<file path="config.mk">
export PLATFORM = sky130hd
export DESIGN_NAME = pmm_back
export DESIGN_NICKNAME = d
export VERILOG_FILES = /design/src/hdl/pmm_pkg.sv /design/src/hdl/pmm_back.sv
export SDC_FILE = /design/constraint.sdc
export NUM_CORES = 1
export LEC_CHECK = 0
export BUFFER_PORTS_ARGS = -buffer_cell sky130_fd_sc_hd__buf_4
export CORE_ASPECT_RATIO = 0.8
export CORE_MARGIN = 2
export CORE_UTILIZATION = 39
export CTS_CLUSTER_DIAMETER = 200
export DETAILED_ROUTE_END_ITERATION = 12
export HOLD_SLACK_MARGIN = 0.1
export PLACE_DENSITY = 0.53
export SLEW_MARGIN = 10
export SYNTH_ARGS = -nofsm -noshare
export SYNTH_HDL_FRONTEND = slang
export SYNTH_SLANG_ARGS = --single-unit
</file>
<file path="constraint.sdc">
create_clock -name clk -period 7.1 [get_ports clk]
set_clock_uncertainty 0.1 [all_clocks]
set_input_delay 0.355 -clock clk [delete_from_list [all_inputs] [get_ports clk]]
set_output_delay 0.355 -clock clk [all_outputs]
set_load 0.005 [all_outputs]
</file>
<file path="src/hdl/pmm_pkg.sv">
// shared types, constants and fixed-point helpers for the polynomial model cost block
package pmm_pkg;

	// data widths
	localparam int unsigned DATA_W = 32;
	localparam int unsigned SQ_W   = 48;
	localparam int unsigned SUM_W  = 64;

	// configuration register indexes
	localparam int unsigned CFG_IDX_W = 2;
	localparam logic [CFG_IDX_W-1:0] REG_COEF_0 = 2'd0;
	localparam logic [CFG_IDX_W-1:0] REG_COEF_1 = 2'd1;
	localparam logic [CFG_IDX_W-1:0] REG_COEF_2 = 2'd2;
	localparam logic [CFG_IDX_W-1:0] REG_COEF_3 = 2'd3;

	// decoupling queue between front and back
	localparam int unsigned QUEUE_DEPTH = 4;
	localparam int unsigned QUEUE_PTR_W = $clog2(QUEUE_DEPTH);

	// word passed from front to back
	typedef struct packed {
		logic signed [DATA_W-1:0] prediction;
		logic [SQ_W-1:0]          sq_error;
		logic                     last_sample;
	} pmm_item_t;

	// q16.16 multiply, floor rounding, saturated to signed 32 bits
	function automatic logic signed [DATA_W-1:0] qmul(
		input logic signed [DATA_W-1:0] a,
		input logic signed [DATA_W-1:0] b
	);
		logic signed [2*DATA_W-1:0] p;
		logic signed [DATA_W-1:0]   r;
		begin
			p = a * b;
			if (p[63:47] == {17{1'b0}} || p[63:47] == {17{1'b1}}) begin
				r = p[47:16];
			end else if (p[63]) begin
				r = {1'b1, {(DATA_W-1){1'b0}}};
			end else begin
				r = {1'b0, {(DATA_W-1){1'b1}}};
			end
			return r;
		end
	endfunction

endpackage

</file>
<file path="src/hdl/pmm_back.sv">
// back: error accumulator, sample counter, batch divider and result register
module pmm_back import pmm_pkg::*; #(
	parameter int unsigned MAX_SAMPLES = 65536
) (
	input  logic                     clk,
	input  logic                     arst_n,
	input  pmm_item_t                q_word,
	input  logic                     q_empty,
	output logic                     q_pop,
	input  logic                     pop,
	output logic                     empty,
	output logic signed [DATA_W-1:0] prediction,
	output logic [DATA_W-1:0]        mean_error,
	output logic                     error_valid
);

	localparam int unsigned CNT_W = $clog2(MAX_SAMPLES + 1);
	localparam int unsigned DEN_W = CNT_W + 1;
	localparam int unsigned STEP_W = $clog2(SUM_W);

	localparam logic [1:0] ST_RUN = 2'd0;
	localparam logic [1:0] ST_DIV = 2'd1;
	localparam logic [1:0] ST_FIN = 2'd2;

	logic [1:0]               state_q;
	logic [SUM_W-1:0]         sum_q, num_q;
	logic [CNT_W-1:0]         cnt_q;
	logic [DEN_W-1:0]         den_q, rem_q;
	logic [STEP_W-1:0]        step_q;
	logic signed [DATA_W-1:0] pred_hold_q;
	logic                     out_valid_q;
	logic signed [DATA_W-1:0] pred_q;
	logic [DATA_W-1:0]        mean_q;
	logic                     err_valid_q;

	logic                     out_free;
	logic [SUM_W:0]           sum_wide;
	logic [SUM_W-1:0]         sum_next;
	logic [CNT_W-1:0]         cnt_next;
	logic [DEN_W:0]           rem_shift;
	logic                     rem_ge;

	assign out_free = !out_valid_q || pop;
	assign q_pop    = (state_q == ST_RUN) && !q_empty && out_free;

	// saturating accumulate and count
	assign sum_wide = {1'b0, sum_q} + (SUM_W+1)'(q_word.sq_error);
	assign sum_next = sum_wide[SUM_W] ? {SUM_W{1'b1}} : sum_wide[SUM_W-1:0];
	assign cnt_next = (cnt_q < CNT_W'(MAX_SAMPLES)) ? cnt_q + 1'b1 : cnt_q;

	// one restoring division step
	assign rem_shift = {rem_q, num_q[SUM_W-1]};
	assign rem_ge    = rem_shift >= (DEN_W+1)'(den_q);

	// result register occupancy
	always_ff @(posedge clk or negedge arst_n) begin
		if (!arst_n) begin
			out_valid_q <= 1'b0;
		end else if ((q_pop && !q_word.last_sample) || (state_q == ST_FIN && out_free)) begin
			out_valid_q <= 1'b1;
		end else if (pop && !empty) begin
			out_valid_q <= 1'b0;
		end
	end

	// control, accumulator and divider
	always_ff @(posedge clk or negedge arst_n) begin
		if (!arst_n) begin
			state_q     <= ST_RUN;
			sum_q       <= '0;
			cnt_q       <= '0;
			step_q      <= '0;
		end else begin
			case (state_q)
				ST_RUN: begin
					if (q_pop) begin
						if (q_word.last_sample) begin
							sum_q   <= '0;
							cnt_q   <= '0;
							step_q  <= '0;
							state_q <= ST_DIV;
						end else begin
							sum_q       <= sum_next;
							cnt_q       <= cnt_next;
						end
					end
				end
				ST_DIV: begin
					step_q <= step_q + 1'b1;
					if (step_q == STEP_W'(SUM_W - 1)) state_q <= ST_FIN;
				end
				ST_FIN: begin
					if (out_free) begin
						state_q     <= ST_RUN;
					end
				end
				default: state_q <= ST_RUN;
			endcase
		end
	end

	// datapath registers
	always_ff @(posedge clk) begin
		case (state_q)
			ST_RUN: begin
				if (q_pop) begin
					if (q_word.last_sample) begin
						num_q       <= sum_next;
						den_q       <= {cnt_next, 1'b0};
						rem_q       <= '0;
						pred_hold_q <= q_word.prediction;
					end else begin
						pred_q      <= q_word.prediction;
						mean_q      <= '0;
						err_valid_q <= 1'b0;
					end
				end
			end
			ST_DIV: begin
				// quotient bits shift in where dividend bits shift out
				if (rem_ge) begin
					rem_q <= DEN_W'(rem_shift - (DEN_W+1)'(den_q));
				end else begin
					rem_q <= rem_shift[DEN_W-1:0];
				end
				num_q <= {num_q[SUM_W-2:0], rem_ge};
			end
			ST_FIN: begin
				if (out_free) begin
					pred_q      <= pred_hold_q;
					mean_q      <= (num_q[SUM_W-1:DATA_W] != '0) ? {DATA_W{1'b1}}
					                                             : num_q[DATA_W-1:0];
					err_valid_q <= 1'b1;
				end
			end
			default: pred_q <= pred_q;
		endcase
	end

	assign empty       = !out_valid_q;
	assign prediction  = pred_q;
	assign mean_error  = mean_q;
	assign error_valid = err_valid_q;

endmodule

</file>
== After elaboration in Yosys (flattened, before gate mapping) ==
Cells that the tools add are included.
W data, S select, Z words.

* Output and inout bits: 67
* Word-level logic and storage cells: 80
* Register bits after elaboration: 286
* Input port bits: 85

* Reductions and logical operators: 20
* Muxes and demuxes: 34
* Add/subtract/negate cells: 4
* Magnitude comparators: 2
* Equal/unequal tests: 8

{| class="wikitable"
|+ Operator list
! kind !! count
|-
| $mux W64 || 4
|-
| $mux W32 || 7
|-
| $pmux W32 S2 || 2
|-
| $pmux W64 S2 || 1
|-
| $add A64 B48 Y65 || 1
|-
| $mux W18 || 3
|-
| $pmux W18 S2 || 1
|-
| $mux W17 || 2
|-
| $reduce_bool A32 Y1 || 1
|-
| $ge A19 B18 Y1 || 1
|-
| $sub A18 B18 Y18 || 1
|-
| $add A17 B1 Y17 const B || 1
|-
| $lt A17 B17 Y1 const B || 1
|-
| $mux W6 || 2
|-
| $pmux W6 S2 || 1
|-
| $ne A2 B2 Y1 const B || 5
|-
| $mux W2 || 4
|-
| $reduce_and A4 Y1 || 2
|-
| $add A6 B1 Y6 const B || 1
|-
| $eq A6 B6 Y1 const B || 1
|-
| $pmux W2 S3 || 1
|-
| $reduce_and A3 Y1 || 2
|-
| $reduce_bool A2 Y1 || 3
|-
| $logic_and A1 B1 Y1 || 5
|-
| 8 further kinds || 15
|}

== Depth between registers and ports, before layout ==
* Word-level depth: 6
* Mapped depth: 14
* Mapped depth without buffers: 12

== Least setup slack after synthesis ==
Ideal clock, no wire load.

* Path type: input to register
* Start point: input port q_word[0] in the netlist's numbering
* End point: register err_valid_q, in the netlist error_valid (enable)
* Data arrival time: 5.085 ns
* Cell stages on the path: 4
* Library setup time: 0.568 ns
* Path slack: 1.347 ns
* Data required time: 6.432 ns
* Buffers on the path: 1
* Path through: clkbuf_1 -> nor2_1 -> nor2_1 -> nor3_1

* Longest elaborated chain between the ends: 2

{| class="wikitable"
|+ Ends and longest elaborated chain
! what !! line !! text
|-
| start: declaration || pmm_back.sv:7 || <nowiki>input pmm_item_t q_word,</nowiki>
|-
| $ne A2 B2 Y1 (no source line) || n/a ||
|-
| $reduce_and A4 Y1 (no source line) || n/a ||
|-
| end signal: assignment || pmm_back.sv:115 || <nowiki>err_valid_q <= 1'b0;</nowiki>
|-
| end signal: assignment || pmm_back.sv:133 || <nowiki>err_valid_q <= 1'b1;</nowiki>
|-
| end: declaration || pmm_back.sv:34 || <nowiki>logic err_valid_q;</nowiki>
|}

No other way between the ends.
A chain may end at the register's enable or synchronous reset.

== Worst setup path after layout ==
* Start point: register sum_q[15]
* End point: register num_q[37], data pin

* Longest elaborated chain between the ends: 5

{| class="wikitable"
|+ Ends and longest elaborated chain
! what !! line !! text
|-
| start: declaration || pmm_back.sv:26 || <nowiki>logic [SUM_W-1:0] sum_q, num_q;</nowiki>
|-
| start signal: assignment || pmm_back.sv:83 || <nowiki>sum_q <= sum_next;</nowiki>
|-
| $add A64 B48 Y65 || pmm_back.sv:47 || <nowiki>assign sum_wide = {1'b0, sum_q} + (SUM_W+1)'(q_word.sq_error);</nowiki>
|-
| $mux W64 || pmm_back.sv:48 || <nowiki>assign sum_next = sum_wide[SUM_W] ? {SUM_W{1'b1}} : sum_wide[SUM_W-1:0];</nowiki>
|-
| $mux W64 || pmm_back.sv:107 || <nowiki>if (q_word.last_sample) begin</nowiki>
|-
| $mux W64 || pmm_back.sv:106 || <nowiki>if (q_pop) begin</nowiki>
|-
| $pmux W64 S2 || pmm_back.sv:104 || <nowiki>case (state_q)</nowiki>
|-
| end signal: assignment || pmm_back.sv:108 || <nowiki>num_q <= sum_next;</nowiki>
|-
| end signal: assignment || pmm_back.sv:126 || <nowiki>num_q <= {num_q[SUM_W-2:0], rem_ge};</nowiki>
|-
| end: declaration || pmm_back.sv:26 ||
|}

No other way between the ends. The select of a mux whose other input is x is not followed.

==> summary.md <==
| Metric | Value |
|---|---|
| Outcome | `finished, final reports clean` |
| Critical path type | `flip-flop to flip-flop` |
| Synthesized flop and latch total | `roughly 290` |
| Number of buffers inserted during clock tree synthesis | `31` |
| DRT Wirelength | `between 40000 and 50000 um` |
| Mean area per synthesized cell | `approximately 10 um2` |
| Initial core utilization | `between 30% and 40%` |
| Overflow left after global routing | `0` |
| Multi-input logic area | `between 0.007 and 0.008 mm2` |
| Max Clk Rate | `approximately 230 MHz` |
| Number of I/O port buffers | `between 150 and 200` |
| Worst min path class | `input port to flip-flop` |
| Yosys warning total | `0` |
| Int Power | `~4.4 mW` |
| Number of detailed-routing iterations run before antenna repair | `5` |
| Kind of end point of the critical path | `flip-flop` |
| Worst IR Drop VDD | `around 0.21 mV` |
| Number of failing hold endpoints at the final stage | `0` |
| Number of distinct library cell variants in the gate-level netlist after synthesis | `77` |
| Synth Net Count | `1669` |
| Global-route wire length before repair | `69140 um` |
| EDFF count, synth | `roughly 200` |
| Post-detailed-placement cell area | `0.01752 mm2` |
| Post-CTS Setup Repair Bufs | `0` |
| Seq pwr share | `37.8%` |
| Max transition margin | `between 30% and 40%` |
| Number of placement rows | `66` |
| Area of the mapped netlist | `between 0.015 and 0.02 mm2` |
| Crit path arrival time | `approximately 4.6 ns` |
| Clock network fraction of total power | `23.0%` |
| Total global routing track utilization | `about 20%` |
| Endpoint required time on the critical path | `between 7 and 8 ns` |
| CTS sink cnt | `286` |
| Max FO, Critical Path | `60` |
| Fraction of layout cells with a size suffix above 1 | `16.91%` |
| Buffers from clock root to sink, at most | `3` |
| Synth Flop Type | `edfxtp_1` |
| Detailed-route wire length per cell | `just under 20 um` |
| Post-CTS Hold Buffers | `35` |
| Remaining DRCs | `0` |
| Portion of synthesized cell area occupied by the leading cell type | `37.04%` |
| Setup violation total in the final timing report | `0` |
| Unrepaired setup endpoints after global routing | `no` |
| Leakage power | `around 8 nW` |
| Number of standard cells after synthesis | `between 1500 and 2000` |
| CP Launch Type | `flip-flop` |
| Switching fraction of total power | `about 38%` |
| Fin nets | `approximately 1800` |
| Share of the core filled with cells in the final layout | `a little under half` |
| Total power | `7.105 mW` |
| Top cells by area in the synthesized netlist | `edfxtp_1 37%, dfrtp_1 14%, ha_1 5.3%` |
| Leading cell types by count after synthesis | `196 x edfxtp_1, 150 x a21oi_1, 141 x nor2_1, 105 x nand2_1, 90 x dfrtp_1` |
| DIE WIDTH | `approximately 230 um` |
| Layout fillers | `3760` |
| Total Negative Setup Slacks | `0 ns` |
| Post-Layout Inst Area | `about 0.019 mm2` |
| Worst-Skew Late Latency | `roughly 0.59 ns` |
| Clock tree from TritonCTS | `built` |
| Dominant cell type by area after synthesis | `edfxtp_1` |
| H-tree depth | `1` |
| Routability congestion estimate | `around 0.9` |
| Via count | `between 10000 and 15000` |
| Reported max-cap violation count | `0` |
| Diodes inserted | `0` |
| Clock Tree Root | `clkbuf_16` |
| Via count of the first global-routing pass | `~12000` |
| Clock-pin slew on the worst setup and hold paths | `0.07 ns` |
| Pin count of the biggest net entering global routing | `slightly below 80` |
| Vias/cell | `~5.5` |
| Pin slew with the least headroom to its limit | `1.035 ns` |
| Final cycle utilization of the critical path | `about 60%` |
| Vertical extent of the die | `between 150 and 200 um` |
| I/O pin total | `152` |
| Floorplan Core Area | `0.04038 mm2` |
| Share of total power in combinational logic | `39.3%` |
| Net switching power | `about 2.7 mW` |
| Post-detailed-route count of antenna-violating nets | `0` |
| Dominant cell by count in the synthesized netlist | `edfxtp_1` |
| Cts repair resizes | `0` |
| Number of pins exceeding their max-slew limit in the final report | `0` |
| Final HPWL DP | `around 30000 um` |
| Area taken by flip-flops and latches | `approximately 0.008 mm2` |
| Count of routing violations after the opening detailed-route iteration | `about 1000` |
| Die Footprint | `~0.042 mm2` |
| Synth async-reset ratio | `about a third` |
| Proportion of synthesized chip area in sequential cells | `about 50%` |
| Signed area change from the synthesized netlist to the final layout | `18.85%` |
| Power Dens Cells | `about 380 mW/mm2` |
| Initial antenna violation count | `0` |
| Tmin final | `about 4.4 ns` |
stage by stage:
step | instances | setup WS, ns | hold WS [ns]
finish | 2235 | 2.748 | 0.1351
global route | 2235 | 2.541 | 0.1149
CTS | 2235 | 2.793 | 0.1147
detailed placement | 2142 | 2.747 | 0.2943
global placement | 2142 | 2.855 | 0.2967
floorplan | 1515 | 1.347 | -0.04059
registers in the layout, indices dropped and copies added, names as in the netlist:
signal,flops
mean_error,32
den_q,17
error_valid,1
out_valid_q,1
step_q,6
num_q,64
prediction,32
state_q,2
sum_q,64
pred_hold_q,32
cnt_q,17
rem_q,18
layer usage:
| layer | part of all wire, % | wire length [um] | global-route usage (%) | up-vias |
|---|---|---|---|---|
| met2 | 41 | 18130 | 30.03 | 354 |
| li1 | - | - | - | 5978 |
| met1 | 51 | 22250 | 31.75 | 5993 |
| met4 | 2.3 | 1005 | 5.039 | 0 |
| met3 | 5.4 | 2379 | 2.877 | 69 |
| met5 | 0 | 0 | 0 | - |
cell type report:
type,count,area share (%)
flip-flops and latches,286,43.09
multi-input cells,1097,38.50
repair buffers,201,8.453
clock buffers,41,4.412
well taps,544,3.604
clock inverters,17,0.9738
inverters,49,0.9738
critical path: stages (launching register included):
cell      delay (ns)
dfrtp_1         0.38
ha_1            0.36
a211oi_2        0.22
o21bai_1        0.14
a221oi_2        0.37
o32ai_1         0.22
a211o_1         0.44
o21ba_2         0.29
o21ai_4         0.30
buf_4           0.61
o21ai_0         0.29
mux2_2          0.33
cell families after synthesis:
logic type               after synthesis  synth area share, %
adder cells (fa/ha/maj)               69                5.527
AO/OA/AOI/OAI                        478                19.61
buffers and inverters                132                3.283
AND/OR/NAND/NOR                      422                12.61
XOR/XNOR                              73                4.023
multiplexers                          55                3.740
flip-flops                           286                51.21
power groups by stage:
stage | Sequential, mW | Combinational (mW) | Clock [mW]
6_report | 2.68 | 2.79 | 1.63
5_1_grt | 2.74 | 3.12 | 1.74
4_1_cts | 2.68 | 2.78 | 1.67
3_5_place_dp | 2.70 | 2.75 | 0
3_3_place_gp | 2.70 | 2.72 | 0
2_1_floorplan | 2.60 | 2.08 | 0
placed cells by master (no fill, tap or decap), drive strengths merged, types with 11 or more instances in the layout:
cell type and instances:
edfxtp 196, xnor2 42, nor2 141, xor2 31
nand2 105, inv 50, mux2 35, dfrtp 90
clkbuf 41, and3 31, nand3 26, o21a 40
dlygate4sd3 35, a21oi 152, o21ai 79, nor4 11
a21o 47, ha 67, buf 166, nor3 28
a211oi 17, a31oi 52, mux2i 20, nand4 18
path summary, 6_finish.rpt:
kind / from / to / slack, ns / depth (start not counted)
hold reg to reg: sum_q[0]$_DFFE_PN0P_ / sum_q[0]$_DFFE_PN0P_ / 0.38 / 2
hold / removal: q_word[0] / cnt_q[12]$_DFFE_PN0P_ / 0.14 / 2
max in group asynchronous: arst_n / cnt_q[10]$_DFFE_PN0P_ / 5.44 / 3
setup reg to reg: sum_q[15]$_DFFE_PN0P_ / num_q[37]$_DFFE_PP_ / 2.75 / 11
min in group asynchronous: arst_n / sum_q[41]$_DFFE_PN0P_ / 0.21 / 2
setup / recovery: sum_q[15]$_DFFE_PN0P_ / num_q[37]$_DFFE_PP_ / 2.75 / 11
No activity file was read; power rests on OpenSTA's default activity.
