--- config.mk ---
export PLATFORM = sky130hd
export DESIGN_NAME = pmm_queue
export DESIGN_NICKNAME = d
export VERILOG_FILES = /design/src/hdl/pmm_pkg.sv /design/src/hdl/pmm_queue.sv
export SDC_FILE = /design/constraint.sdc
export NUM_CORES = 1
export LEC_CHECK = 0
export BUFFER_PORTS_ARGS = -buffer_cell sky130_fd_sc_hd__buf_2
export CORE_UTILIZATION = 57
export DETAILED_ROUTE_END_ITERATION = 16
export GPL_ROUTABILITY_DRIVEN = 1
export PLACE_DENSITY = 0.79
export SLEW_MARGIN = 10
export SYNTH_ARGS = -nofsm -noshare
export SYNTH_HDL_FRONTEND = slang
export SYNTH_SLANG_ARGS = --single-unit
--- constraint.sdc ---
create_clock -name clk -period 3.2 [get_ports clk]
set_input_delay 0.16 -clock clk [delete_from_list [all_inputs] [get_ports clk]]
set_output_delay 0.16 -clock clk [all_outputs]
set_load 0.01 [all_outputs]
--- src/hdl/pmm_pkg.sv ---
// shared types, constants and fixed-point helpers for the polynomial model cost block
package pmm_pkg;

	// data widths
	localparam int unsigned DATA_W = 32;
	localparam int unsigned SQ_W   = 48;
	localparam int unsigned SUM_W  = 64;

	// configuration register indexes
	localparam int unsigned CFG_IDX_W = 2;
	localparam logic [CFG_IDX_W-1:0] REG_COEF_0 = 2'd0;
	localparam logic [CFG_IDX_W-1:0] REG_COEF_1 = 2'd1;
	localparam logic [CFG_IDX_W-1:0] REG_COEF_2 = 2'd2;
	localparam logic [CFG_IDX_W-1:0] REG_COEF_3 = 2'd3;

	// decoupling queue between front and back
	localparam int unsigned QUEUE_DEPTH = 4;
	localparam int unsigned QUEUE_PTR_W = $clog2(QUEUE_DEPTH);

	// word passed from front to back
	typedef struct packed {
		logic signed [DATA_W-1:0] prediction;
		logic [SQ_W-1:0]          sq_error;
		logic                     last_sample;
	} pmm_item_t;

	// q16.16 multiply, floor rounding, saturated to signed 32 bits
	function automatic logic signed [DATA_W-1:0] qmul(
		input logic signed [DATA_W-1:0] a,
		input logic signed [DATA_W-1:0] b
	);
		logic signed [2*DATA_W-1:0] p;
		logic signed [DATA_W-1:0]   r;
		begin
			p = a * b;
			if (p[63:47] == {17{1'b0}} || p[63:47] == {17{1'b1}}) begin
				r = p[47:16];
			end else if (p[63]) begin
				r = {1'b1, {(DATA_W-1){1'b0}}};
			end else begin
				r = {1'b0, {(DATA_W-1){1'b1}}};
			end
			return r;
		end
	endfunction

endpackage

--- src/hdl/pmm_queue.sv ---
// short word queue between the front pipeline and the back accumulator
module pmm_queue import pmm_pkg::*; (
	input  logic      clk,
	input  logic      arst_n,
	input  logic      wr_en,
	input  pmm_item_t wr_word,
	output logic      q_full,
	input  logic      rd_en,
	output pmm_item_t rd_word,
	output logic      q_empty
);

	pmm_item_t                store_q [QUEUE_DEPTH];
	logic [QUEUE_PTR_W-1:0]   wr_ptr_q, rd_ptr_q;
	logic [QUEUE_PTR_W:0]     fill_q;

	assign q_full  = (fill_q == (QUEUE_PTR_W+1)'(QUEUE_DEPTH));
	assign q_empty = (fill_q == '0);
	assign rd_word = store_q[rd_ptr_q];

	// storage
	always_ff @(posedge clk) begin
		if (wr_en) begin
			store_q[wr_ptr_q] <= wr_word;
		end
	end

	// pointers and fill level
	always_ff @(posedge clk or negedge arst_n) begin
		if (!arst_n) begin
			wr_ptr_q <= '0;
			rd_ptr_q <= '0;
			fill_q   <= '0;
		end else begin
			if (wr_en) wr_ptr_q <= wr_ptr_q + 1'b1;
			if (rd_en) rd_ptr_q <= rd_ptr_q + 1'b1;
			if (wr_en && !rd_en) begin
				fill_q <= fill_q + 1'b1;
			end else if (rd_en && !wr_en) begin
				fill_q <= fill_q - 1'b1;
			end
		end
	end

endmodule

; Word-level counts from Yosys, hierarchy flattened
; Memories as Yosys holds them, arrays and structs flattened.
; Index checks and enable logic that the tools add are counted.
[totals]
ff_bits = 7
mem_bits_rw = 324
inputBits = 85
out_inout_bits = 83
word_cells = 19
mem_count = 1
[mem_list]
columns = name, words, word_bits, rd, rd_clocked_by_memory_dff, wr, line_no
row1 = store_q, 4, 81, 1, 0, 1, pmm_queue.sv:13  ; pmm_item_t store_q [QUEUE_DEPTH];
[classes]
n_addsub = 4
n_eq_ne = 1
muxes = 4
n_reduce_logical = 6
[op_table]
columns = operator, count
row1 = $mux W3, 2
row2 = $add A2 B1 Y2 const B, 2
row3 = $add A3 B1 Y3 const B, 1
row4 = $eq A3 B3 Y1 const B, 1
row5 = $logic_not A3 Y1, 1
row6 = $sub A3 B1 Y3 const B, 1
row7 = $logic_and A1 B1 Y1, 2
row8 = $logic_not A1 Y1, 2
row9 = $mux W1, 2
row10 = $reduce_bool A2 Y1, 1

; Longest topological paths before layout
; Gate-level depths: netlist (run 1).
[depth]
ltp_word = 4
ltp_mapped = 7
ltp_nobuf = 7

; Worst setup path before layout (run 1)
; Ideal clock, no wire load.
[synth_timing]
kind = flip-flop to flip-flop
startpoint = register wr_ptr_q[0]
endpoint = memory store_q[2][0] (netlist name) (enable)
setup_time_ps = 448
t_arrival_ps = 2501
t_required_ps = 2752
setup_slack_ps = 251
path_stages_with_launch = 4
path_cell_list = dfrtp_1 inv_1 ha_1 and2_1
[synth_lines]
columns = element, line_no
row1 = "start, declared", pmm_queue.sv:14  ; logic [QUEUE_PTR_W-1:0] wr_ptr_q, rd_ptr_q;
row2 = "start signal, assigned", pmm_queue.sv:35  ; if (wr_en) wr_ptr_q <= wr_ptr_q + 1'b1;
row3 = "end, declared", pmm_queue.sv:13
; No word-level cell before the write port.

==> summary.txt, run 1 <==
Run status
  – Status: finished, final reports clean

Die
  – I/O Pins: around 170
  – Row cnt: 52
  – Die H: 148 um
  – Core ar.: between 0.02 and 0.025 mm^2
  – Total die area: 0.0218 mm^2
  – Chip Width: 148 um
  – Starting Density: 0.590

Layout
  – Share of cells above drive strength 1: 0.411
  – Sequential cell area: 0.00991 mm^2
  – Finished Core Util: 0.745
  – Synth-to-Final Area Change: 26.3%
  – Layout fillers: 1,128
  – Antenna diodes: 0
  – Fin area: 0.0153 mm^2
  – Nets: approximately 830
  – Multi-input gate area: 0.00203 mm^2

Routing
  – Drt drc: 0
  – Initial drt markers: between 300 and 400
  – Wirelength per Cell: 22.5 um
  – Routed WL: 23.2 mm
  – Vias: 5,800
  – First drt pass iteration count: 4
  – Vias per inst: 5.63
  – Final ANT Viol Nets: 0

STA
  – Endpoints failing setup: 0
  – RSZ-0062 raised after global routing: false
  – Final min period: 2.55 ns
  – Final hold vios: 0
  – Clk_skew: 0.00732 ns
  – Worst-Margin Slew: 0.801 ns
  – Fmax: 392 MHz
  – Setup TNS: 0 ns
  – Relative slew slack: 0.466
  – Tcrit/Tclk final: 0.797
  – Final Max Slew Viols: 0

Setup path
  – Crit Path Class: flip-flop to output port
  – WP data required: 3.04 ns
  – Crit Path Max Fanout: 29
  – CP endpoint kind: output port
  – FF-to-FF End: store_q[0][47]
  – Critical path launch point type: flip-flop
  – R2R Setup Slk: 1.23 ns
  – RR Startpoint: wr_ptr_q[0]
  – Setup crit end: rd_word[46]
  – CP Data Arrival Time: 2.39 ns
  – Critical Path Start: rd_ptr_q[0]
  – Reg2Reg Depth: 4

Clocking
  – Clock Sinks: 331
  – Clk Latency, worst-skew pair: approximately 0.5 ns
  – CTS tree: yes
  – Cts bufs inserted: 34
  – Root buf cell: clkbuf_16
  – Clock Path Buffers: 3
  – Clock-pin slew on the worst setup and hold paths: 0.06 ns
  – H-tree depth: 2

Worst hold path
  – Worst Hold Class: input port to async pin

Pwr
  – Sw Pwr: ~0.0038 W
  – Power share of the clock group: 0.291
  – Logic gate share of total power: 0.265
  – Seq pwr share: 0.444
  – Power per Cell Area: 901 mW/mm^2
  – Max VDD drop: 532 uV
  – LEAKAGE: 5.33 nW
  – Switching share of power: 0.275
  – Cell internal pwr: 0.00998 W

Global routing
  – Vias in the first global route: 6,343
  – Initial antenna violation count: 0
  – Total Routing Usage GR: 0.221
  – Pin count of the biggest net entering global routing: 52
  – First-pass GRT wire length: between 30 and 40 mm
  – Gr ovfl total: 0

Synth
  – Post-synthesis instance area: 0.0121 mm^2
  – Synth Instances: 457
  – Sequential-to-total area share from yosys stat: 0.819
  – Synth Warn #: 0
  – Netlist cell types: 18
  – Yosys reg bits: 331
  – Syn nets: 548
  – Syn Area/Cell: about 26 um^2

Placed design
  – HPWL after DPL: 13.0 mm
  – Routability Congestion: 0.735
  – Port Buffers: about 170
  – Post-Place Cell Area: 0.0133 mm^2

Job
  – Number of max-cap violations: 0
-- area by class of cell --
cell class | instances | share of cell area
sequential | 331 | 0.649
clock inverter | 13 | 0.0125
inverter | 4 | 0.000983
multi-input combinational | 104 | 0.133
clock buffer | 46 | 0.0628
tap | 270 | 0.0221
timing repair buffer | 262 | 0.119
-- timing repair --
action | in CTS | in global routing
endpoints found under the hold margin | 335 | 0
gates resized for setup | 0 | 0
hold buffers | 84 | 0
buffers inserted | 0 | 0
-- cells by family (layout without fill, tap and decap cells) --
kind of cell | count (synthesis) | in the layout | share of synthesized area
AO/OA/AOI/OAI | 1 | 1 | 0.000414
XOR/XNOR | 6 | 6 | 0.00435
adder cells (fa/ha/maj) | 6 | 6 | 0.00683
buffers and inverters | 22 | 325 | 0.0130
flip-flops | 331 | 331 | 0.819
multiplexers | 82 | 82 | 0.152
AND/OR/NAND/NOR | 9 | 9 | 0.00404
-- worst min path at each step --
stage / end / slack, ns / startpoint / depth (start not counted)
after global routing: fill_q[1] / 0.04 / arst_n / 2
after detailed placement: fill_q[1] / 0.02 / arst_n / 1
after global placement: fill_q[2] / 0.02 / arst_n / 1
final: fill_q[0] / 0.04 / arst_n / 2
after floorplan: fill_q[0] / -0.14 / arst_n / 0
after CTS: rd_ptr_q[1] / 0.02 / arst_n / 2
-- state kept, by name (all words and copies together) (netlist names) --
name,cells
fill_q,3
rd_ptr_q,2
store_q,324
wr_ptr_q,2
-- per-stage QoR --
step / total power (W) / cells / setup slack, ns / hold slack, ns
2_1_floorplan: 0.00846 / 457 / 0.251 / -0.136
3_3_place_gp: 0.00967 / 887 / 1.11 / 0.0155
3_5_place_dp: 0.00979 / 887 / 1.11 / 0.0171
4_1_cts: 0.0139 / 1030 / 0.581 / 0.0218
5_1_grt: 0.0143 / 1030 / 0.500 / 0.0424
6_report: 0.0138 / 1030 / 0.650 / 0.0351
-- cells in the mapped netlist --
| master | n | area [um^2] |
|---|---|---|
| edfxtp_1 | 324 | 9730 |
| mux4_2 | 81 | 1820 |
| buf_2 | 9 | 45.0 |
| buf_6 | 8 | 90.1 |
| dfrtp_1 | 7 | 175 |
| ha_1 | 5 | 62.6 |
| and2_1 | 4 | 25.0 |
| inv_1 | 4 | 15.0 |
| xor2_1 | 4 | 35.0 |
| nand2_1 | 2 | 7.51 |
| xnor2_1 | 2 | 17.5 |
| buf_4 | 1 | 7.51 |
| fa_1 | 1 | 20.0 |
| mux2_2 | 1 | 11.3 |
| nor2_1 | 1 | 3.75 |
| nor3_1 | 1 | 5.00 |
| nor3b_1 | 1 | 7.51 |
| o21ai_0 | 1 | 5.00 |
-- placed cells by master (no fill, tap or decap) --
master	n
bufinv_16	5
clkinvlp_4	2
and2_4	4
mux2_2	1
nor2_1	1
nor3_1	1
clkinv_1	4
clkbuf_16	37
edfxtp_1	324
dfrtp_4	2
mux4_2	81
o21ai_0	1
buf_12	5
fa_1	1
clkbuf_1	9
dlygate4sd3_1	84
dfrtp_1	5
inv_1	4
ha_1	5
buf_2	167
xnor2_1	2
nand2_1	2
xor2_1	4
clkinv_2	2
nor3b_1	1
buf_4	6
-- critical path, stage by stage, from the launching register on --
cell and delay (ns):
dfrtp_4 0.79, buf_12 0.32, mux4_2 0.57, buf_2 0.17
-- power groups by stage --
stage | Clock [W] | Combinational (W) | Sequential (W)
final | 0.00400 | 0.00365 | 0.00611
after global routing | 0.00423 | 0.00392 | 0.00619
after CTS | 0.00406 | 0.00371 | 0.00612
after detailed placement | 0 | 0.00360 | 0.00619
after global placement | 0 | 0.00354 | 0.00613
after floorplan | 0 | 0.00252 | 0.00594
-- layer usage --
metal,wire length [um],vias up,global-route usage
li1,-,2531,-
met1,9020,3017,0.275
met5,0,-,0
met3,1210,48,0.0454
met2,12400,204,0.395
met4,520,0,0.0644
No activity file was read; power rests on OpenSTA's default activity.
==> run 2, diff against run 1 <==
- clock period: 3.2 -> 2.5 ns (I/O delays scaled with it)
==> run 2 against run 1 <==
- global-route usage up 0.73 points
- sequential share of layout area is 0.36 points lower
- via count increased by 0.53%
- combinational power is 37% higher
- sequential power grew 26%
- core utilization rose by 0.42 points
- first-iteration DRC count up 23%
- clock-buffer cell count fell by 5
- largest cell class unchanged
- largest power group unchanged
- highest routed layer unchanged
==> summary.txt, run 2 (synthesis results as in run 1) <==
Die
  – Row cnt: 52 (unchanged)
  – Chip Width: 148 um (unchanged)
  – Starting Density: 0.590 (unchanged)
  – Total die area: 0.0218 mm^2 (unchanged)
  – Core ar.: 0.0205 mm^2 (unchanged)
  – I/O Pins: 168 (unchanged)
  – Die H: 148 um (unchanged)

Placed design
  – Post-Place Cell Area: 0.0134 mm^2 (was 0.0133 mm^2)
  – Port Buffers: 167 (unchanged)
  – HPWL after DPL: 12.7 mm (was 13.0 mm)
  – Routability Congestion: 0.700 (was 0.735)

Clocking
  – Root buf cell: clkbuf_16 (unchanged)
  – H-tree depth: 2 (unchanged)
  – Post-CTS Resized: 0 (unchanged)
  – Clock-pin slew on the worst setup and hold paths: 0.06 ns (about the same)
  – Clock Path Buffers: 3 (unchanged)
  – Clk Latency, worst-skew pair: 0.50 ns (was 0.49 ns)
  – Clock Sinks: 331 (unchanged)
  – Cts bufs inserted: 34 (unchanged)
  – CTS tree: yes (unchanged)

Global routing
  – Vias in the first global route: 6,483 (was 6,343)
  – Pin count of the biggest net entering global routing: 81 (was 52)
  – Total Routing Usage GR: 0.228 (was 0.221)
  – Initial antenna violation count: 0 (unchanged)
  – Gr ovfl total: 0 (unchanged)
  – First-pass GRT wire length: 36.4 mm (was 35.1 mm)

STA
  – Final Max Slew Viols: 0 (unchanged)
  – Endpoints failing setup: 0 (unchanged)
  – Final min period: 2.26 ns
  – Relative slew slack: 0.652 (was 0.466)
  – Clk_skew: 0.0172 ns (was 0.00732 ns)
  – Tcrit/Tclk final: 0.905
  – Final hold vios: 0 (unchanged)
  – Fmax: 442 MHz
  – RSZ-0062 raised after global routing: false (unchanged)
  – Worst-Margin Slew: 0.522 ns (was 0.801 ns)
  – Setup TNS: 0 ns (unchanged)

Setup path
  – RR Startpoint: wr_ptr_q[0] (unchanged)
  – CP endpoint kind: output port (unchanged)
  – Crit Path Max Fanout: 12 (was 29)
  – R2R Setup Slk: 0.88 ns (was 1.23 ns)
  – CP Data Arrival Time: 2.14 ns (was 2.39 ns)
  – Critical path launch point type: flip-flop (unchanged)
  – FF-to-FF End: store_q[0][1] (was store_q[0][47])
  – WP data required: 2.38 ns (was 3.04 ns)
  – Crit Path Class: flip-flop to output port (unchanged)
  – Reg2Reg Depth: 4 (unchanged)

Routing
  – Highest metal used: met4 (unchanged)
  – Drt drc: 0 (unchanged)
  – Vias per inst: 5.63 (about the same)
  – WL met2: 13.3 mm (was 12.4 mm)
  – Initial drt markers: 376 (was 306)
  – Metal-1 WL: 8.83 mm (was 9.02 mm)
  – Final ANT Viol Nets: 0 (unchanged)
  – Vias: 5,831 (was 5,800)
  – Wirelength per Cell: 23.3 um (was 22.5 um)
  – First drt pass iteration count: 4 (unchanged)
  – DR WL met3: 1.39 mm (was 1.21 mm)
  – Routed WL: 24.1 mm (was 23.2 mm)

Layout
  – Commonest cells after routing, fill and taps aside: edfxtp_1, buf_2, dlygate4sd3_1 (unchanged)
  – Fin area: 0.0154 mm^2 (was 0.0153 mm^2)
  – Most flop-heavy register: store_q (unchanged)
  – Most common cell after layout, fill and taps aside: edfxtp_1 (unchanged)
  – Nets: 833 (was 828)
  – Share of cells above drive strength 1: 0.414 (was 0.411)
  – Synth-to-Final Area Change: 27.0% (was 26.3%)
  – Antenna diodes: 0 (unchanged)
  – Largest regs: store_q (324), fill_q (3) (unchanged)
  – Number of flip-flops in the largest register: 324 (unchanged)
  – Layout fillers: 1,109 (was 1,128)

Pwr
  – Max VDD drop: 917 uV (was 532 uV)
  – Power per Cell Area: 1150 mW/mm^2 (was 901 mW/mm^2)
  – LEAKAGE: 5.38 nW (was 5.33 nW)

Worst hold path
  – Worst Hold Class: input port to flip-flop (was input port to async pin)
  – Worst hold stages: 2
  – Worst hold start: wr_word[52]
  – Hold endpoint: store_q[2][52]

Job
  – Number of max-cap violations: 0 (unchanged)

Run status
  – Status: finished, final reports clean (unchanged)
## run 2: changes by cell type in the layout (fill, tap and decap cells not counted)
cell	previous run	this run
clkbuf_16	37	38
inv_8	0	1
bufinv_16	5	4
dlygate4sd3_1	84	85
buf_12	5	9
clkinv_2	2	5
clkinv_1	4	8
clkbuf_1	9	4
clkinvlp_4	2	0
buf_4	6	5
## run 2: critical path, stage by stage (launching register included)
cell and delay [ns]:
dfrtp_4 0.62, buf_4 0.29, mux4_2 0.56, buf_2 0.16
## run 2: how the worst max path moves through the flow
stage / depth (start not counted) / slack (ns) / startpoint / end
6_report: 3 / 0.24 / rd_ptr_q[0] / rd_word[46]
5_1_grt: 3 / 0.12 / rd_ptr_q[0] / rd_word[46]
4_1_cts: 3 / 0.04 / rd_ptr_q[0] / rd_word[40]
3_5_place_dp: 3 / 0.60 / rd_ptr_q[0] / rd_word[43]
3_3_place_gp: 3 / 0.62 / rd_ptr_q[0] / rd_word[43]
2_1_floorplan: 3 / 0.44 / wr_ptr_q[0] / store_q[2][0]
## run 2: what timing repair did
item	CTS	global route
setup endpoints to repair	0	3
endpoints found under the hold margin	335	0
hold buffers	85	0
setup buffers	0	1
## run 2: metal layers
layer | up-vias | track usage
li1 | 2532 | -
met1 | 3036 | 0.276
met2 | 226 | 0.413
met3 | 37 | 0.0432
met4 | 0 | 0.0784
met5 | - | 0
## run 2: through the flow
step	instances	utilization	hold WS [ns]	setup slack, ns	total power [W]
after floorplan	457	-	-0.171	0.438	0.0108
after global routing	1035	0.749	0.364	0.121	0.0185
after CTS	1034	0.748	0.358	0.0405	0.0178
final	1035	0.749	0.381	0.238	0.0177
after global placement	890	0.652	-0.0380	0.621	0.0125
after detailed placement	890	0.652	-0.0291	0.602	0.0127
## run 2: final cells by class
class	instances	area, um^2	area share
Clock buffer	41	941	0.0613
Inverter	4	15.0	0.000978
Sequential cell	331	9910	0.645
Timing Repair Buffer	267	1930	0.126
Clock inverter	18	186	0.0121
Multi-Input combinational cell	104	2030	0.132
Tap cell	270	338	0.0220
## run 2: power by group
| group | total, W | internal, W | switching [W] |
|---|---|---|---|
| sequential | 0.00770 | 0.00727 | 0.000427 |
| combinational | 0.00499 | 0.00244 | 0.00256 |
| clock | 0.00504 | 0.00309 | 0.00195 |
| total | 0.0177 | 0.0128 | 0.00493 |
==> run 3, diff against run 2 <==
- ABC_AREA: unset -> 1
- CORE_UTILIZATION: 57 -> 63
- PLACE_DENSITY: 0.79 -> 0.85
- clock period: 2.5 -> 2.8 ns (I/O delays scaled with it)
==> run 3 against run 2 <==
- via count increased by 44%
- wire length increased by 20%
- setup slack improved by 0.23 ns
- synthesized cell count increased by 120%
- first-iteration DRC count increased by 56%
- power increased by 3.2%
- critical path depth increased by 2
- critical path type unchanged
==> summary.txt, run 3 <==
Layout
  – Finished Core Util: 0.768 (was 0.749)
  – Share of cells above drive strength 1: 0.379 (was 0.414)
  – Antenna diodes: 0 (unchanged)
  – Sequential cell area: 0.00991 mm^2 (unchanged)
  – Most flop-heavy register: store_q (unchanged)
  – Largest regs: store_q (324), fill_q (3) (unchanged)
  – Layout fillers: 1,224 (was 1,109)
  – Multi-input gate area: 0.00333 mm^2 (was 0.00203 mm^2)
  – Most common cell after layout, fill and taps aside: edfxtp_1 (unchanged)
  – Commonest cells after routing, fill and taps aside: edfxtp_1, nand2_1, inv_1 (was edfxtp_1, buf_2, dlygate4sd3_1)
  – Nets: 1,341 (was 833)
  – Number of flip-flops in the largest register: 324 (unchanged)
  – Synth-to-Final Area Change: 19.8% (was 27.0%)

Clocking
  – Cts bufs inserted: 34 (unchanged)
  – Postcts setup bufs: 0 (unchanged)
  – Clock Path Buffers: 3 (unchanged)
  – H-tree depth: 2 (unchanged)
  – Clock Sinks: 331 (unchanged)
  – Clock-pin slew on the worst setup and hold paths: 0.06 ns (about the same)
  – Clk Latency, worst-skew pair: 0.51 ns (was 0.50 ns)
  – CTS tree: yes (unchanged)
  – Root buf cell: clkbuf_16 (unchanged)

Pwr
  – Max VDD drop: 835 uV (was 917 uV)
  – LEAKAGE: 7.10 nW (was 5.38 nW)
  – Power per Cell Area: 1050 mW/mm^2 (was 1150 mW/mm^2)

Synth
  – Commonest cells post-synth: edfxtp_1, inv_1, nand2_1 (was edfxtp_1, mux4_2, buf_2)
  – Post-synth EDFFs: 324 (unchanged)
  – Synth area leader: edfxtp_1 (unchanged)
  – Mux contribution to synthesized area: 0 (was 0.152)
  – Netlist cell types: 22 (was 18)
  – Post-synthesis instance area: 0.0145 mm^2 (was 0.0121 mm^2)
  – Post-synthesis adder-cell area fraction: 0.00569 (was 0.00683)
  – Synth Instances: 992 (was 457)
  – Post-synth ARST share: 0.0211 (unchanged)
  – Largest family of logic cells by synthesized area: compound AO/OA/AOI/OAI gates (was multiplexers)
  – Most frequent cell after synthesis: edfxtp_1 (unchanged)
  – Predominant post-synthesis flop cell: edfxtp_1 (unchanged)
  – Post-synthesis compound-gate area fraction: 0.139 (was 0.000414)
  – Syn Area/Cell: 14.6 um^2 (was 26.4 um^2)
  – Post-Synth Simple-Gate Area: 0.0820 (was 0.00404)
  – Synth Warn #: 0 (unchanged)
  – Synth top area share: 0.671 (was 0.805)
  – Post-Synth XOR/XNOR Area: 0.00293 (was 0.00435)
  – Sequential-to-total area share from yosys stat: 0.683 (was 0.819)
  – Yosys reg bits: 331 (unchanged)
  – Synth area leaders: edfxtp_1, o211ai_2, inv_1 (was edfxtp_1, mux4_2, dfrtp_1)
  – Syn nets: 1,083 (was 548)

Routing
  – Routed WL: 28.8 mm (was 24.1 mm)
  – Vias per inst: 5.37 (was 5.63)
  – Wirelength per Cell: 18.5 um (was 23.3 um)
  – Drt drc: 0 (unchanged)
  – Vias: 8,368 (was 5,831)
  – Final ANT Viol Nets: 0 (unchanged)
  – First drt pass iteration count: 5 (was 4)
  – Initial drt markers: 587 (was 376)

Run status
  – Status: finished, final reports clean (unchanged)

Global routing
  – Total Routing Usage GR: 0.249 (was 0.228)
  – Pin count of the biggest net entering global routing: 82 (was 81)
  – First-pass GRT wire length: 45.1 mm (was 36.4 mm)
  – Gr ovfl total: 0 (unchanged)
  – Met1 GRT Util: 0.301 (was 0.276)
  – Vias in the first global route: 8,730 (was 6,483)
  – GR peak layer: met2 (unchanged)
  – Initial antenna violation count: 0 (unchanged)
  – Met3 Use GR: 0.0471 (was 0.0432)
  – M2 GR Usage: 0.447 (was 0.413)

STA
  – Fmax: 429 MHz
  – Setup TNS: 0 ns (unchanged)
  – Clk_skew: 0.0156 ns (was 0.0172 ns)
  – Final hold vios: 0 (unchanged)
  – Endpoints failing setup: 0 (unchanged)
  – Relative slew slack: 0.473 (was 0.652)
  – Final Max Slew Viols: 0 (unchanged)
  – Tcrit/Tclk final: 0.832
  – Worst-Margin Slew: 0.790 ns (was 0.522 ns)
  – Final min period: 2.33 ns
  – RSZ-0062 raised after global routing: false (unchanged)

Setup path
  – Slowest stage delay, CP: 0.81 ns (was 0.62 ns)
  – Sum of buffers and inverters on the critical path: 2 (unchanged)
  – Reg2Reg Depth: 5 (was 4)
  – CP Data Arrival Time: 2.19 ns (was 2.14 ns)
  – Critical path's most frequent cell: nand2_1
  – RR Startpoint: wr_ptr_q[0] (unchanged)
  – Worst path top cell family by delay: flip-flops (unchanged)
  – CP endpoint kind: output port (unchanged)
  – FF-to-FF End: store_q[2][65] (was store_q[0][1])
  – Slowest CP cell: dfrtp_4 (unchanged)
  – R2R Setup Slk: 0.81 ns (was 0.88 ns)
  – WP data required: 2.66 ns (was 2.38 ns)
  – Critical Path Start: rd_ptr_q[0] (unchanged)
  – Cell Chain, Critical Path: buf_4 > nand2_1 > o211ai_2 > nand2_1 > buf_2 (was buf_4 > mux4_2 > buf_2)
  – Critical path launch point type: flip-flop (unchanged)
  – Crit Path Class: flip-flop to output port (unchanged)
  – Crit Path Max Fanout: 34 (was 12)

Die
  – Chip Width: 154 um (was 148 um)
  – Starting Density: 0.641 (was 0.590)
  – Total die area: 0.0236 mm^2 (was 0.0218 mm^2)
  – Die H: 154 um (was 148 um)
  – I/O Pins: 168 (unchanged)
  – Row cnt: 55 (was 52)
  – Core ar.: 0.0226 mm^2 (was 0.0205 mm^2)

Placed design
  – HPWL after DPL: 15.7 mm (was 12.7 mm)
  – Routability Congestion: 0.750 (was 0.700)
  – Port Buffers: 167 (unchanged)

Job
  – Number of max-cap violations: 0 (unchanged)

Worst hold path
  – Worst hold stages: 2 (unchanged)
  – Hold endpoint: store_q[1][42] (was store_q[2][52])
  – Worst hold start: wr_word[42] (was wr_word[52])
  – Worst Hold Class: input port to flip-flop (unchanged)
[run 3: changes by cell type in the layout (fill, tap and decap cells not counted), moves of 2 or more]
cell      delta
nand2_1    +171
xor2_1       -2
o211ai_2   +158
o211ai_1     +4
clkbuf_1     +4
buf_4        +6
inv_1      +165
and2_4       -4
nand2_2     +83
mux4_2      -81
buf_12       +4
[run 3: area by class of cell]
class                      count  share of cell area
timing repair buffer         276               0.117
inverter                     174              0.0380
sequential                   331               0.570
tap                          285              0.0205
clock buffer                  45              0.0550
multi-input combinational    433               0.191
clock inverter                14             0.00835
[run 3: logic make-up (layout without fill, tap and decap cells)]
family | count (synthesis) | in the layout
XOR/XNOR | 4 | 4
flip-flops | 331 | 331
adder cells (fa/ha/maj) | 6 | 6
AO/OA/AOI/OAI | 163 | 163
buffers and inverters | 228 | 509
AND/OR/NAND/NOR | 260 | 260
[run 3: worst reg2reg max path, delay by kind of cell, from the launching register on]
family / cells / cell delay [ns]
AND/OR/NAND/NOR: 1 / 0.08
flip-flops: 1 / 0.41
adder cells (fa/ha/maj): 1 / 0.20
buffers and inverters: 3 / 1.03
[run 3: metal layers]
metal / part of all wire / vias to the layer above / wire length, um
li1: - / 3964 / -
met1: 0.39 / 4092 / 11300
met2: 0.53 / 255 / 15200
met5: 0 / - / 0
met4: 0.024 / 0 / 694
met3: 0.056 / 57 / 1600
[run 3: per-stage QoR]
step	worst slack (ns)	area, um^2	hold WS [ns]	power (W)	instances
6_report	0.470	17400	0.375	0.0183	1558
5_1_grt	0.377	17400	0.372	0.0192	1558
4_1_cts	0.441	17400	0.364	0.0183	1558
3_5_place_dp	0.800	15400	-0.00777	0.0138	1414
3_3_place_gp	0.836	15400	-0.0131	0.0135	1414
2_1_floorplan	0.122	14500	-0.156	0.0121	992
[run 3: repair_timing]
item	CTS	global route
hold endpoints to repair	335	0
resized for setup	0	0
hold buffers	85	0
[run 3: power breakdown]
group	switching, W	internal, W
logic	0.00436	0.00255
clock network	0.00179	0.00268
registers	0.000432	0.00650
total	0.00658	0.0117
[run 3: worst max path at each step]
stage,endpoint,slack [ns],cells after the start
detailed placement,store_q[2][41],0.80,5
CTS,rd_word[67],0.44,5
finish,rd_word[71],0.47,5
floorplan,store_q[2][0],0.12,4
global placement,store_q[2][49],0.84,5
global route,rd_word[71],0.38,5
